File: src/rtl/kca_pkg.sv
// ----------------------------------------------------------------------------
// kca_pkg
// Shared types, constants and the key mask table for the key click and
// autorepeat block.
// ----------------------------------------------------------------------------
package kca_pkg;

   localparam int KEY_BITS     = 13;
   localparam int KEY_W        = 4;
   localparam int TIME_W       = 32;
   localparam int DELAY_W      = 16;
   localparam int TABLE_SLOTS  = 15;
   localparam int NUM_KEYS_DEF = 11;
   localparam int CSR_IDX_W    = 1;

   localparam logic [DELAY_W-1:0] FIRST_DELAY_RST  = DELAY_W'(500);
   localparam logic [DELAY_W-1:0] REPEAT_DELAY_RST = DELAY_W'(175);

   localparam logic [CSR_IDX_W-1:0] CSR_FIRST_DELAY  = CSR_IDX_W'(0);
   localparam logic [CSR_IDX_W-1:0] CSR_REPEAT_DELAY = CSR_IDX_W'(1);

   localparam logic CMD_SCAN   = 1'b0;
   localparam logic CMD_FORGET = 1'b1;

   typedef struct packed {
      logic                cmd;
      logic [KEY_BITS-1:0] key_word;
      logic [TIME_W-1:0]   now_ms;
   } req_type;

   typedef struct packed {
      logic [KEY_W-1:0] key;
      logic             is_repeat;
   } rsp_type;

   typedef struct packed {
      logic [KEY_BITS-1:0] prev_keys;
      logic [KEY_W-1:0]    held_key;
   } scan_state_type;

   typedef struct packed {
      logic             clicked;
      logic [KEY_W-1:0] click_key;
      logic             held_down;
   } click_type;

   // Mask of table slot n (entry n + 1); slots past the eleventh are empty.
   function automatic logic [KEY_BITS-1:0] key_mask(input logic [KEY_W-1:0] slot);
      logic [KEY_BITS-1:0] mask;
      unique case (slot)
         4'd0:    mask = 13'h0001;
         4'd1:    mask = 13'h0002;
         4'd2:    mask = 13'h0008;
         4'd3:    mask = 13'h0004;
         4'd4:    mask = 13'h0100;
         4'd5:    mask = 13'h0030;
         4'd6:    mask = 13'h0020;
         4'd7:    mask = 13'h0010;
         4'd8:    mask = 13'h0400;
         4'd9:    mask = 13'h0200;
         4'd10:   mask = 13'h1000;
         default: mask = '0;
      endcase
      return mask;
   endfunction

endpackage

File: src/rtl/kca_stream_if.sv
// ----------------------------------------------------------------------------
// kca_stream_if
// Valid/ready channel carrying one beat of a packed payload.
// ----------------------------------------------------------------------------
interface kca_stream_if #(
   parameter type payload_type = logic
);
   logic        valid;
   logic        ready;
   payload_type payload;

   modport source (output valid, output payload, input ready);
   modport sink   (input valid, input payload, output ready);
endinterface

File: src/rtl/kca_click.sv
// ----------------------------------------------------------------------------
// kca_click
// Priority search of the key mask table for a click, and the check that the
// held key is still fully pressed.
// ----------------------------------------------------------------------------
module kca_click #(
   parameter int NUM_KEYS = kca_pkg::NUM_KEYS_DEF
) (
   input  logic [kca_pkg::KEY_BITS-1:0] key_word,
   input  kca_pkg::scan_state_type      scan_state,
   output kca_pkg::click_type           click
);

   logic [kca_pkg::KEY_BITS-1:0] held_mask;

   assign held_mask = kca_pkg::key_mask(kca_pkg::KEY_W'(scan_state.held_key - 1'b1));

   always_comb begin
      click.clicked   = 1'b0;
      click.click_key = '0;
      for (int i = NUM_KEYS - 1; i >= 0; i--) begin
         if (((scan_state.prev_keys & kca_pkg::key_mask(kca_pkg::KEY_W'(i))) != '0) &&
             ((key_word & kca_pkg::key_mask(kca_pkg::KEY_W'(i))) == '0)) begin
            click.clicked   = 1'b1;
            click.click_key = kca_pkg::KEY_W'(i + 1);
         end
      end
      click.held_down = (scan_state.held_key != '0) && ((key_word & held_mask) == '0);
   end

endmodule

File: src/rtl/kca_state.sv
// ----------------------------------------------------------------------------
// kca_state
// Held key, repeat timing and previous scan state, with the result of each
// beat.
// ----------------------------------------------------------------------------
module kca_state (
   input  logic                          clock,
   input  logic                          reset,
   input  logic                          advance,
   input  kca_pkg::req_type              item,
   input  kca_pkg::click_type            click,
   input  logic [kca_pkg::DELAY_W-1:0]   first_delay,
   input  logic [kca_pkg::DELAY_W-1:0]   repeat_delay,
   output kca_pkg::scan_state_type       scan_state,
   output kca_pkg::rsp_type              result
);

   logic [kca_pkg::KEY_BITS-1:0] prev_keys_ff, prev_keys_in;
   logic [kca_pkg::KEY_W-1:0]    held_key_ff, held_key_in;
   logic [kca_pkg::TIME_W-1:0]   last_time_ff, last_time_in;
   logic                         repeated_ff, repeated_in;
   logic [kca_pkg::TIME_W-1:0]   elapsed;
   logic [kca_pkg::DELAY_W-1:0]  limit;
   logic                         due;

   assign elapsed = item.now_ms - last_time_ff;
   assign limit   = repeated_ff ? repeat_delay : first_delay;
   assign due     = !elapsed[kca_pkg::TIME_W-1] &&
                    (elapsed > kca_pkg::TIME_W'(limit));

   always_comb begin
      prev_keys_in     = prev_keys_ff;
      held_key_in      = held_key_ff;
      last_time_in     = last_time_ff;
      repeated_in      = repeated_ff;
      result.key       = '0;
      result.is_repeat = 1'b0;
      if (item.cmd == kca_pkg::CMD_FORGET) begin
         held_key_in = '0;
      end else begin
         prev_keys_in = item.key_word;
         priority if (click.clicked) begin
            held_key_in  = click.click_key;
            repeated_in  = 1'b0;
            last_time_in = item.now_ms;
            result.key   = click.click_key;
         end else if (click.held_down) begin
            if (due) begin
               repeated_in      = 1'b1;
               last_time_in     = item.now_ms;
               result.key       = held_key_ff;
               result.is_repeat = 1'b1;
            end
         end else begin
            held_key_in = '0;
         end
      end
   end

   always_ff @(posedge clock) begin
      if (reset) begin
         prev_keys_ff <= '0;
         held_key_ff  <= '0;
         last_time_ff <= '0;
         repeated_ff  <= 1'b0;
      end else if (advance) begin
         prev_keys_ff <= prev_keys_in;
         held_key_ff  <= held_key_in;
         last_time_ff <= last_time_in;
         repeated_ff  <= repeated_in;
      end
   end

   assign scan_state.prev_keys = prev_keys_ff;
   assign scan_state.held_key  = held_key_ff;

endmodule

File: src/rtl/key_click_autorepeat_top.sv
// ----------------------------------------------------------------------------
// key_click_autorepeat_top
// Detects key clicks in active-low scan words and produces autorepeat reports
// for the held key.
//
//   Channel | Dir | Beat contents
//   req     | in  | cmd, key_word, now_ms
//   rsp     | out | key, is_repeat
//   csr     | in  | first_delay (index 0), repeat_delay (index 1)
//
// A beat is taken into an input register, evaluated combinationally against
// the held state and written to the result register, from which it is
// offered on rsp.
// One beat is accepted per cycle while the result register is free or drained.
// A stalled result holds the input register and then back-pressure reaches req.
// Synchronous reset clears the held key and timing state and restores both
// delays to their defaults.
// ----------------------------------------------------------------------------
module key_click_autorepeat_top #(
   parameter int NUM_KEYS = kca_pkg::NUM_KEYS_DEF
) (
   input  logic                            clock,
   input  logic                            reset,
   kca_stream_if.sink                      req,
   kca_stream_if.source                    rsp,
   input  logic                            csr_we,
   input  logic [kca_pkg::CSR_IDX_W-1:0]   csr_index,
   input  logic [kca_pkg::DELAY_W-1:0]     csr_wdata
);

   logic                         in_valid_ff;
   kca_pkg::req_type             in_data_ff;
   logic                         out_valid_ff, out_valid_in;
   kca_pkg::rsp_type             out_data_ff;
   logic [kca_pkg::DELAY_W-1:0]  first_delay_ff;
   logic [kca_pkg::DELAY_W-1:0]  repeat_delay_ff;
   logic                         advance;
   kca_pkg::scan_state_type      scan_state;
   kca_pkg::click_type           click;
   kca_pkg::rsp_type             result;

   assign advance   = in_valid_ff && (!out_valid_ff || rsp.ready);
   assign req.ready = !in_valid_ff || advance;

   always_ff @(posedge clock) begin
      if (reset) begin
         first_delay_ff  <= kca_pkg::FIRST_DELAY_RST;
         repeat_delay_ff <= kca_pkg::REPEAT_DELAY_RST;
      end else if (csr_we) begin
         unique case (csr_index)
            kca_pkg::CSR_FIRST_DELAY:  first_delay_ff  <= csr_wdata;
            kca_pkg::CSR_REPEAT_DELAY: repeat_delay_ff <= csr_wdata;
            default: ;
         endcase
      end
   end

   always_ff @(posedge clock) begin
      if (reset) begin
         in_valid_ff <= 1'b0;
      end else if (req.ready) begin
         in_valid_ff <= req.valid;
      end
   end

   always_ff @(posedge clock) begin
      if (req.valid && req.ready) begin
         in_data_ff <= req.payload;
      end
   end

   kca_click #(
      .NUM_KEYS (NUM_KEYS)
   ) u_click (
      .key_word   (in_data_ff.key_word),
      .scan_state (scan_state),
      .click      (click)
   );

   kca_state u_state (
      .clock        (clock),
      .reset        (reset),
      .advance      (advance),
      .item         (in_data_ff),
      .click        (click),
      .first_delay  (first_delay_ff),
      .repeat_delay (repeat_delay_ff),
      .scan_state   (scan_state),
      .result       (result)
   );

   assign out_valid_in = advance || (out_valid_ff && !rsp.ready);

   always_ff @(posedge clock) begin
      if (reset) begin
         out_valid_ff <= 1'b0;
      end else begin
         out_valid_ff <= out_valid_in;
      end
   end

   always_ff @(posedge clock) begin
      if (advance) begin
         out_data_ff <= result;
      end
   end

   assign rsp.valid   = out_valid_ff;
   assign rsp.payload = out_data_ff;

   a_repeat_has_key : assert property (@(posedge clock) disable iff (reset)
      rsp.valid && rsp.payload.is_repeat |-> rsp.payload.key != '0)
      else $error("repeat report without a key");

   a_key_in_table : assert property (@(posedge clock) disable iff (reset)
      rsp.valid |-> rsp.payload.key <= kca_pkg::KEY_W'(NUM_KEYS))
      else $error("reported key beyond the table");

   a_forget_clears : assert property (@(posedge clock) disable iff (reset)
      advance && (in_data_ff.cmd == kca_pkg::CMD_FORGET) |=> scan_state.held_key == '0)
      else $error("held key survived a forget command");

   a_stall_holds_input : assert property (@(posedge clock) disable iff (reset)
      in_valid_ff && !advance |=> in_valid_ff && $stable(in_data_ff))
      else $error("input register lost a beat while stalled");

endmodule

File: src/flat_wrapper.sv
// flat-port wrapper written by rule: the top's interface ports become plain ports
module key_click_autorepeat_top_flat import kca_pkg::*;
#(
   parameter int NUM_KEYS = kca_pkg::NUM_KEYS_DEF
)
  (clock, reset, csr_we, csr_index, csr_wdata, req_valid, req_payload, req_ready, rsp_valid, rsp_payload, rsp_ready);
  kca_stream_if #(.payload_type(req_type)) req_i ();
  kca_stream_if #(.payload_type(rsp_type)) rsp_i ();
  input  logic clock;
  input  logic reset;
  input  logic csr_we;
  input  logic [kca_pkg::CSR_IDX_W-1:0] csr_index;
  input  logic [kca_pkg::DELAY_W-1:0] csr_wdata;
  input wire logic [$bits(req_i.valid)-1:0] req_valid;
  input wire logic [$bits(req_i.payload)-1:0] req_payload;
  output wire logic [$bits(req_i.ready)-1:0] req_ready;
  output wire logic [$bits(rsp_i.valid)-1:0] rsp_valid;
  output wire logic [$bits(rsp_i.payload)-1:0] rsp_payload;
  input wire logic [$bits(rsp_i.ready)-1:0] rsp_ready;
  assign req_i.valid = req_valid;
  assign req_i.payload = req_payload;
  assign req_ready = req_i.ready;
  assign rsp_valid = rsp_i.valid;
  assign rsp_payload = rsp_i.payload;
  assign rsp_i.ready = rsp_ready;
  key_click_autorepeat_top #(.NUM_KEYS(NUM_KEYS)) u_core (.clock(clock), .reset(reset), .req(req_i), .rsp(rsp_i), .csr_we(csr_we), .csr_index(csr_index), .csr_wdata(csr_wdata));
endmodule
File: config.mk
export PLATFORM = sky130hd
export DESIGN_NAME = key_click_autorepeat_top_flat
export DESIGN_NICKNAME = d
export VERILOG_FILES = /design/src/rtl/kca_pkg.sv /design/src/rtl/kca_stream_if.sv /design/src/rtl/kca_click.sv /design/src/rtl/kca_state.sv /design/src/rtl/key_click_autorepeat_top.sv /design/src/flat_wrapper.sv
export SDC_FILE = /design/constraint.sdc
export NUM_CORES = 1
export LEC_CHECK = 0
export ABC_CLOCK_PERIOD_IN_PS = 7700
export BUFFER_PORTS_ARGS = -buffer_cell sky130_fd_sc_hd__buf_2
export CAP_MARGIN = 25
export CORE_MARGIN = 8
export CORE_UTILIZATION = 30
export DETAILED_ROUTE_END_ITERATION = 10
export GPL_TIMING_DRIVEN = 1
export SLEW_MARGIN = 30
export SYNTH_ARGS = -nofsm -noshare
export SYNTH_HDL_FRONTEND = slang
export SYNTH_SLANG_ARGS = --single-unit
File: constraint.sdc
create_clock -name clock -period 7.7 [get_ports clock]
set_clock_uncertainty 0.2 [all_clocks]
set_input_delay 1.54 -clock clock [delete_from_list [all_inputs] [get_ports clock]]
set_output_delay 1.54 -clock clock [all_outputs]
set_load 0.02 [all_outputs]
**Yosys cells after proc, flatten, opt, wreduce, memory -nomap -nowiden**

Memories as Yosys holds them, arrays and structs flattened.
Index checks and enable logic that the tools add are counted.

- Bits in registers: 135
- Bits in read-only memories: 160
- Input bits: 68
- Word-level logic and storage cells: 91
- Memories kept: 1

- $add $sub $neg: 2
- Order comparisons: 1
- Eq/ne operators: 1
- Muxes and demuxes: 24
- Bitwise operators: 4
- Reductions and logical operators: 45

Memory list:

| name | depth | width | read ports | clocked after Yosys merged registers in | wr ports | RTL line | text |
|---|---|---|---|---|---|---|---|
| (name not given) | 16 | 10 | 1 | 0 | 0 | kca_pkg.sv:50 | `unique case (slot)` |

Operator list:

| cell | number |
|---|---|
| $logic_not 13->1 | 12 |
| $mux 32 | 3 |
| $mux 5 | 13 |
| $gt 32x16->1 | 1 |
| $sub 32x32->32 | 1 |
| $logic_and 1x1->1 | 16 |
| $mux 16 | 1 |
| $mux 4 | 4 |
| $and 13x13->13 | 1 |
| $reduce_bool 13->1 | 1 |
| $reduce_and 2->1 | 4 |
| $logic_not 1->1 | 4 |
| $reduce_and 4->1 | 1 |
| $reduce_bool 2->1 | 2 |
| $reduce_bool 4->1 | 1 |
| $sub 4x1->4 const B | 1 |
| $logic_or 1x1->1 | 3 |
| $mux 1 | 3 |
| $ne 3x1->1 const B | 1 |
| $not 1->1 | 3 |
| $reduce_or 3->1 | 1 |

**Depth between registers and ports, before layout**

Gate-level depths: netlist of run 1.

- Word-level depth: 15
- Depth in mapped cells: 25

**Cells and area by module**

From an unflattened synthesis of run 1, not the netlist that was laid out.

- Cells, all modules: 851
- Area, all modules: 7987.7 µm²

Modules (own cells, without submodules):

| module | instances | cells each | area each (µm²) |
|---|---|---|---|
| kca_state | 1 | 609 | 4707.0 |
| key_click_autorepeat_top | 1 | 191 | 2939.1 |
| kca_click | 1 | 51 | 341.6 |

**Worst setup path before layout of run 1**

Ideal clock, no wire load.

- Path type: reg-to-reg
- Start: reg u_core.in_data_ff[0] (netlist name)
- End: reg u_core.out_data_ff (netlist bit u_core.rsp.payload[1]), data pin
- Setup time: 254 ps
- Arrival: 4338 ps
- Data required time: 7246 ps
- Setup slack: 2908 ps
- Stages on the path, launching flop included: 26
- Clock period less this slack: 4792 ps
- Path through: edfxtp_1 > inv_1 > ha_1 > fa_1 > nand2b_1 > a21oi_1 > nor2_1 > nor2_1 > o21ai_0 > nand2b_1 > a21oi_1 > o21bai_1 > a21oi_1 > xnor2_1 > ha_1 > nand4_1 > nor2_1 > a221o_1 > o31a_1 > nor4_1 > nor3b_1 > nand4_1 > nand4b_2 > and3b_1 > clkbuf_1 > a21o_1

- Longest elaborated chain between the ends: 6
- Elaborated cells on any way between the ends: 7
- Those cells by class: add/sub: 1; order compare: 1; mux: 3; reduce/logical: 2

Ends and longest elaborated chain:

| item | RTL line | text |
|---|---|---|
| start: declaration | key_click_autorepeat_top.sv:32 | `kca_pkg::req_type in_data_ff;` |
| start signal: assignment | key_click_autorepeat_top.sv:68 | `in_data_ff <= req.payload;` |
| $sub 32x32->32 * | kca_state.sv:26 | `assign elapsed = item.now_ms - last_time_ff;` |
| $gt 32x16->1 / $logic_not 1->1 (equally long branches) | kca_state.sv:29, kca_state.sv:28 |  |
| $logic_and 1x1->1 * | kca_state.sv:28 | `assign due = !elapsed[kca_pkg::TIME_W-1] &&` |
| $mux 5 * | kca_state.sv:48 | `if (due) begin` |
| $mux 5 * | kca_state.sv:47 | `end else if (click.held_down) begin` |
| $mux 4 * | kca_state.sv:42 | `priority if (click.clicked) begin` |
| end signal: assignment | key_click_autorepeat_top.sv:104 | `out_data_ff <= result;` |
| end: declaration | key_click_autorepeat_top.sv:34 | `kca_pkg::rsp_type out_data_ff;` |

Every way passes the cells marked *; elsewhere a longest branch is shown, timed or not.
A chain may end at the register's enable or synchronous reset.

**Worst setup path in the final report of run 1**

- Start: reg u_core.in_data_ff[0] (netlist name)
- End: reg u_core.u_state.last_time_ff[15] (netlist name)

- Longest elaborated chain between the ends: 5
- Elaborated cells on any way between the ends: 6
- Those cells by class: add/sub: 1; order compare: 1; reduce/logical: 4

Ends and longest elaborated chain:

| item | RTL line | text |
|---|---|---|
| $sub 32x32->32 * | kca_state.sv:26 |  |
| $gt 32x16->1 / $logic_not 1->1 (equally long branches) | kca_state.sv:29, kca_state.sv:28 |  |
| $logic_and 1x1->1 * | kca_state.sv:28 |  |
| $reduce_bool 2->1 (no source line) * | -- |  |
| $reduce_and 4->1 (no source line) * | -- |  |
| end signal: assignment | kca_state.sv:69 | `last_time_ff <= last_time_in;` |
| end: declaration | kca_state.sv:20 | `logic [kca_pkg::TIME_W-1:0] last_time_ff, last_time_in;` |

Marks and branches as above.

==> results of run 1 <==
-- state kept, by name, summed over array words and instances (netlist names) --
signal                       flops
u_core.rsp.payload               5
u_core.first_delay_ff           16
u_core.u_state.repeated_ff       1
u_core.repeat_delay_ff          16
u_core.u_state.last_time_ff     32
u_core.in_valid_ff               1
u_core.in_data_ff               43
u_core.u_state.prev_keys_ff     10
u_core.rsp.valid                 1
u_core.u_state.held_key_ff       4
-- cells by family after synthesis --
family | synth area share
xor+xnor | 0.0229
mux | 0.0711
compound gates | 0.150
flops | 0.400
buf+inv | 0.0464
fa+ha+maj | 0.0811
simple gates | 0.229
-- cell type report --
cell class,instances,area (um^2)
clock inverter,13,124
multi-input combinational,640,4240
tap,330,413
inverter,38,143
clock buffer,19,454
fill,2615,16300
sequential,129,3060
timing repair buffer,75,389
-- per-stage QoR --
step | utilization | setup slack (ns) | instance area (um^2) | total power [mW] | hold WS [ns]
floorplan | - | 2.91 | 7650 | 0.960 | 0.232
global placement | 0.328 | 1.68 | 8240 | 1.03 | 0.236
detailed placement | 0.328 | 1.58 | 8240 | 1.03 | 0.246
CTS | 0.351 | 1.53 | 8820 | 1.83 | 0.256
global route | 0.351 | 0.966 | 8820 | 1.90 | 0.272
finish | 0.351 | 1.65 | 8820 | 1.81 | 0.252
-- worst max-delay path by stage --
stage	cells after the start	from	to	slack (ns)
after global routing	25	u_core.in_data_ff[0]	u_core.u_state.last_time_ff[5]	0.97
final	25	u_core.in_data_ff[0]	u_core.u_state.last_time_ff[15]	1.65
after floorplan	25	u_core.in_data_ff[0]	u_core.rsp.payload[1]	2.91
after CTS	25	u_core.in_data_ff[0]	u_core.u_state.last_time_ff[14]	1.53
after global placement	25	u_core.in_data_ff[0]	u_core.u_state.last_time_ff[14]	1.68
after detailed placement	25	u_core.in_data_ff[0]	u_core.u_state.last_time_ff[14]	1.58
-- layer usage --
layer	up-vias	wire length (um)
li1	3077	-
met1	2682	8430
met2	105	8090
met3	30	638
met4	8	354
met5	-	48
-- synth_stat cells (10+ instances only) --
cell / instances
nand4_1: 15
edfxtp_1: 48
mux2i_1: 51
ha_1: 48
a21oi_1: 79
nor2_1: 43
nand2b_1: 55
dfxtp_1: 81
nor2b_1: 20
or2b_2: 10
nand3b_1: 13
clkbuf_1: 27
o21ai_0: 20
nand2_1: 133
xnor2_1: 13
a21o_1: 13
inv_1: 38
-- report_power, final --
part	internal (mW)	total (mW)	switching, mW
logic	0.108	0.257	0.149
registers	0.740	0.757	0.0174
clock network	0.469	0.791	0.322
-- placed cells by master (no fill, tap or decap), drive strengths merged, types with 7 or more instances in the layout --
cell type  count
a21o          13
a21oi         82
a31oi          8
buf           75
clkbuf        19
dfxtp         81
edfxtp        48
ha            48
inv           45
mux2i         51
nand2        134
nand2b        55
nand3b        13
nand4         15
nor2          43
nor2b         20
nor3          10
o21ai         31
or2b          19
xnor2         13
xor2           7
-- worst max-delay path, stage by stage, from the launching register on --
cell      delay (ns)
edfxtp_1        0.35
inv_1           0.04
ha_1            0.20
fa_1            0.42
nand2b_1        0.19
a21oi_1         0.29
nor2_1          0.12
nor2_1          0.14
o21ai_0         0.09
nand2b_1        0.09
a21oi_1         0.09
o21bai_1        0.13
a21oi_1         0.09
xnor2_1         0.16
ha_1            0.29
nand4_1         0.13
nor4_1          0.44
nand4_1         0.16
o31a_1          0.16
nor4_1          0.24
nor3b_1         0.21
nand4_1         0.12
nand4b_2        0.30
a31oi_4         0.64
buf_4           0.45
mux2i_1         0.23
==> reports/results.txt, run 1 <==
status: complete, no violations
DR pass1 iterations: 5
total number of vias: 5902
Main synth FF type: dfxtp_1
Synth area leaders: dfxtp_1, edfxtp_1, ha_1
Total GRT Usage: 0.116
initial antenna violation count: 4
max-slew violations: 0
synthesis-to-finish area growth: 15.3%
CP Data Required Time: 7.84 ns
most used routing layer: met2
post-synthesis async set-or-reset flop share: 0
Synth Instances: 847
Initial Util: 0.305
post-route minimum period: 6.05 ns
GRT met1 Usage: 0.147
reg2reg setup slack: 1.65 ns
CTS Hold Bufs: 0
non-filler instance count after layout: 1244
Std-Cell Rows: 58
FF-to-FF End: u_core.u_state.last_time_ff[15]
synthesized area: 7650 um^2
Worst R2R Start: u_core.in_data_ff[0]
Die Y: 176 um
number of port buffers: 71
CTS Sinks: 129
clk buf depth: 2
Post-CTS Setup Inserts: 0
MaxCap Viol Count: 0
maximum VDD drop: 0.148 mV
met2 Use GR: 0.187
Worst-Skew Late Latency: 0.42 ns
vias per inst: 4.74
worst rel slew slack: 0.494
slew at the pin closest to its max-slew limit: 0.758 ns
first-pass GRT wire length: 29100 um
maximum fanout along the worst path: 18
layout cells sized above 1: 0.152
Synth area leader: dfxtp_1
Routed Antenna Nets: 0
Placed Cells incl. Taps: 1212
R2R depth: 25
vias in the first global route: 5828
met3 usage: 0.0286
NumNets Final: 1018
crit share post-route: 0.786
Cell Pwr Density: 205 nW/um^2
Seq/Total Area, Yosys: 0.400
Hold Crit Class: reg2reg
Leakage: 3.55 nW
Core Area: 25100 um^2
die area: 30900 um^2
number of diodes: 0
distinct cell type count after synthesis: 74
Post-DP HPWL: 12700 um
crit start category: register
CTS tree: yes
clk root buf: clkbuf_16
DR iter-0 viols: 280
YS warnings: 0
routed wire length: 17600 um
Worst Hold Path Cells: 2
die width: 176 um
DR DRC count: 0
Mean Syn Cell Area: 9.04 um^2
H-tree levels: 4
largest net degree at the start of global routing: 114
Reg clk slew, reported paths: 0.06 ns
Setup crit end kind: register
Max Clock Freq: 165 MHz
Fin Setup TNS: 0 ns
# resized after CTS: 0
grt total ovfl: 0
WHS Endpoint: u_core.first_delay_ff[10]
#FFs+latches synth: 129
HP Start: u_core.first_delay_ff[10]
Final Setup Violations: 0
post-synth top area share: 0.212
RSZ-0062 raised after global routing: false
CTS buffer count: 17
post-DR wirelength/cell: 14.1 um
WS Path Type: reg2reg
Post-synth EDFFs: 48
gpl congestion: 0.842
Syn Nets: 964
Hold Fails Final Rpt: 0
arrival time at the worst endpoint: 6.19 ns
# IOs: 75
(Power assumes the default switching activity.)
==> run 2: changes to the inputs <==
ABC_CLOCK_PERIOD_IN_PS = 5000   (was 7700)
clock period = 5 ns   (was 7.7 ns; I/O delays follow)
==> run 2 against run 1 <==
Count of clock-buffer cells in the layout is the same; critical path depth is 1 higher; die area did not move; register-to-register slack worse by 1.5 ns; final cell count grew 2.3%; sequential share of layout area decreased by 1.3 points; critical endpoint is now u_core.u_state.last_time_ff[18]; largest cell class unchanged.
==> reports/results.txt, run 2 (synthesis gave the netlist of run 1 again) <==
Post-Layout Inst Area: 9150 um^2 (+3.7%)
worst rel slew slack: 0.514 (+0.0201)
Largest regs: u_core.in_data_ff: 43 flops, u_core.u_state.last_time_ff: 32 flops
clk root buf: clkbuf_16
maximum fanout along the worst path: 8 (-10)
most frequent cells in the layout: nand2_1, dfxtp_1, a21oi_1
CTS tree: yes
Reg clk slew, reported paths: 0.06 ns (about the same)
maximum VDD drop: 0.277 mV (+87%)
H-tree levels: 4 (unchanged)
Core Area: 25100 um^2 (unchanged)
max-slew violations: 0 (unchanged)
Max Clock Freq: 205 MHz (+24%)
hold_ws: 0.250 ns (-0.00188 ns)
Initial Util: 0.305 (unchanged)
number of flip-flops in the largest register: 43 (unchanged)
largest net degree at the start of global routing: 83 (-27%)
R2R depth: 26 (+4.0%)
Hold Crit Class: reg2reg
slew at the pin closest to its max-slew limit: 0.728 ns (-0.0301 ns)
Clock Power Share: 0.423 (-0.015)
post-DR wirelength/cell: 14.5 um (+2.4%)
# IOs: 75 (unchanged)
internal power: 2.00 mW (+52%)
Fin Setup TNS: 0 ns (unchanged)
total number of vias: 6083 (+3.1%)
post-place instance area: 8380 um^2 (+1.7%)
gpl congestion: 0.860 (+2.2%)
Routed Antenna Nets: 0 (unchanged)
Largest Register: u_core.in_data_ff
Layout Utilization: 0.364 (+0.0130)
CTS Sinks: 129 (unchanged)
Cell Pwr Density: 303 nW/um^2 (+48%)
Net Sw Power: 0.776 mW (+59%)
WS Path Type: reg2reg
number of diodes: 0 (unchanged)
slack of the critical path: 0.115 ns (-1.53 ns)
Die Y: 176 um (unchanged)
arrival time at the worst endpoint: 5.03 ns (-1.16 ns)
CP Data Required Time: 5.14 ns (-2.70 ns)
routed wire length: 18400 um (+4.7%)
crit share post-route: 0.977 (+0.191)
Post-DP HPWL: 12800 um (+0.74%)
DR iter-0 viols: 304 (+8.6%)
Leakage: 3.72 nW (+4.8%)
clk buf depth: 2 (unchanged)
Std-Cell Rows: 58 (unchanged)
RSZ-0062 raised after global routing: true
part of the power in registers: 0.421 (+0.002)
switch share: 0.280 (+0.00941)
first-pass GRT wire length: 30400 um (+4.6%)
Hold Fails Final Rpt: 0 (unchanged)
synthesis-to-finish area growth: 19.6%
Worst Hold Path Cells: 2 (unchanged)
initial antenna violation count: 0 (-4)
vias in the first global route: 6077 (+4.3%)
Placed Cells incl. Taps: 1229 (+1.4%)
Total Power: 2.77 mW (+54%)
die width: 176 um (unchanged)
CTS buffer count: 17 (unchanged)
DR DRC count: 0 (unchanged)
DR pass1 iterations: 4 (-1)
die area: 30900 um^2 (unchanged)
Total GRT Usage: 0.122 (+0.00607)
dpl ws: -0.262 ns (-1.84 ns)
non-filler instance count after layout: 1272 (+2.3%)
layout cells sized above 1: 0.192 (+0.0401)
Final Setup Violations: 0 (unchanged)
crit start category: register
MaxCap Viol Count: 0 (unchanged)
grt total ovfl: 0 (unchanged)
number of port buffers: 71 (unchanged)
status: complete, no violations
Worst-Skew Late Latency: 0.43 ns (about the same)
CTS Hold Bufs: 0 (unchanged)
NumNets Final: 1046 (+2.8%)
most common cell after layout, fill and taps aside: nand2_1
post-route minimum period: 4.88 ns (-1.17 ns)
Gate power share: 0.156 (+0.013)
vias per inst: 4.78 (+0.80%)
Setup crit end kind: register
run 2: cell types whose count changed in the layout (fill, tap and decap cells not counted), sizes merged:
| cell | delta |
|---|---|
| buf | +28 |
| bufinv | -1 |
| clkinv | +1 |
run 2: per-layer routing:
| layer | GRT usage | wire (um) | up-vias |
|---|---|---|---|
| met4 | 0.0389 | 283 | 0 |
| li1 | - | - | 3137 |
| met5 | 0 | 0 | - |
| met3 | 0.0283 | 585 | 15 |
| met1 | 0.156 | 8890 | 2811 |
| met2 | 0.199 | 8640 | 120 |
run 2: final timing paths:
path,startpoint,end,slack [ns]
worst max register to register,u_core.in_data_ff[0],u_core.u_state.last_time_ff[18],0.12
worst max-delay path,u_core.in_data_ff[0],u_core.u_state.last_time_ff[18],0.12
worst min register to register,u_core.u_state.prev_keys_ff[1],u_core.u_state.prev_keys_ff[1],0.25
worst min-delay path,u_core.u_state.prev_keys_ff[1],u_core.u_state.prev_keys_ff[1],0.25
run 2: repair_timing:
item | in CTS | in global routing
cloned | 2 | 0
setup buffers | 8 | 2
resized for setup | 16 | 7
hold endpoints to repair | 0 | 0
pin swaps | 10 | 12
endpoints found under the setup margin | 37 | 38
run 2: power by group through the flow:
stage	logic [mW]	clock network, mW	registers [mW]
final	0.434	1.17	1.17
after global routing	0.488	1.25	1.17
after CTS	0.434	1.21	1.17
after detailed placement	0.413	0	1.19
after global placement	0.406	0	1.19
after floorplan	0.297	0	1.18
run 2: critical path, cell delays in order (launching register included):
cell	delay, ns
edfxtp_1	0.35
inv_1	0.05
ha_2	0.18
fa_2	0.34
nand2b_4	0.16
a21oi_4	0.13
nor2_2	0.07
nor2_2	0.12
o21ai_1	0.07
nand2b_1	0.09
a21oi_2	0.06
buf_4	0.13
buf_4	0.12
xnor2_1	0.12
ha_1	0.34
nand4_1	0.18
nor2_1	0.06
a221o_1	0.32
o31a_1	0.27
nor4_2	0.13
nor3b_2	0.19
nand4_1	0.13
nand4b_4	0.23
a31oi_4	0.21
buf_6	0.16
buf_12	0.14
mux2i_2	0.21
run 2: area by class of cell:
cell class | count | area, um^2
Clock buffer | 19 | 454
Clock inverter | 13 | 98.8
Fill cell | 2601 | 16000
Inverter | 38 | 143
Multi-Input combinational cell | 640 | 4330
Sequential cell | 129 | 3060
Tap cell | 330 | 413
Timing Repair Buffer | 103 | 651
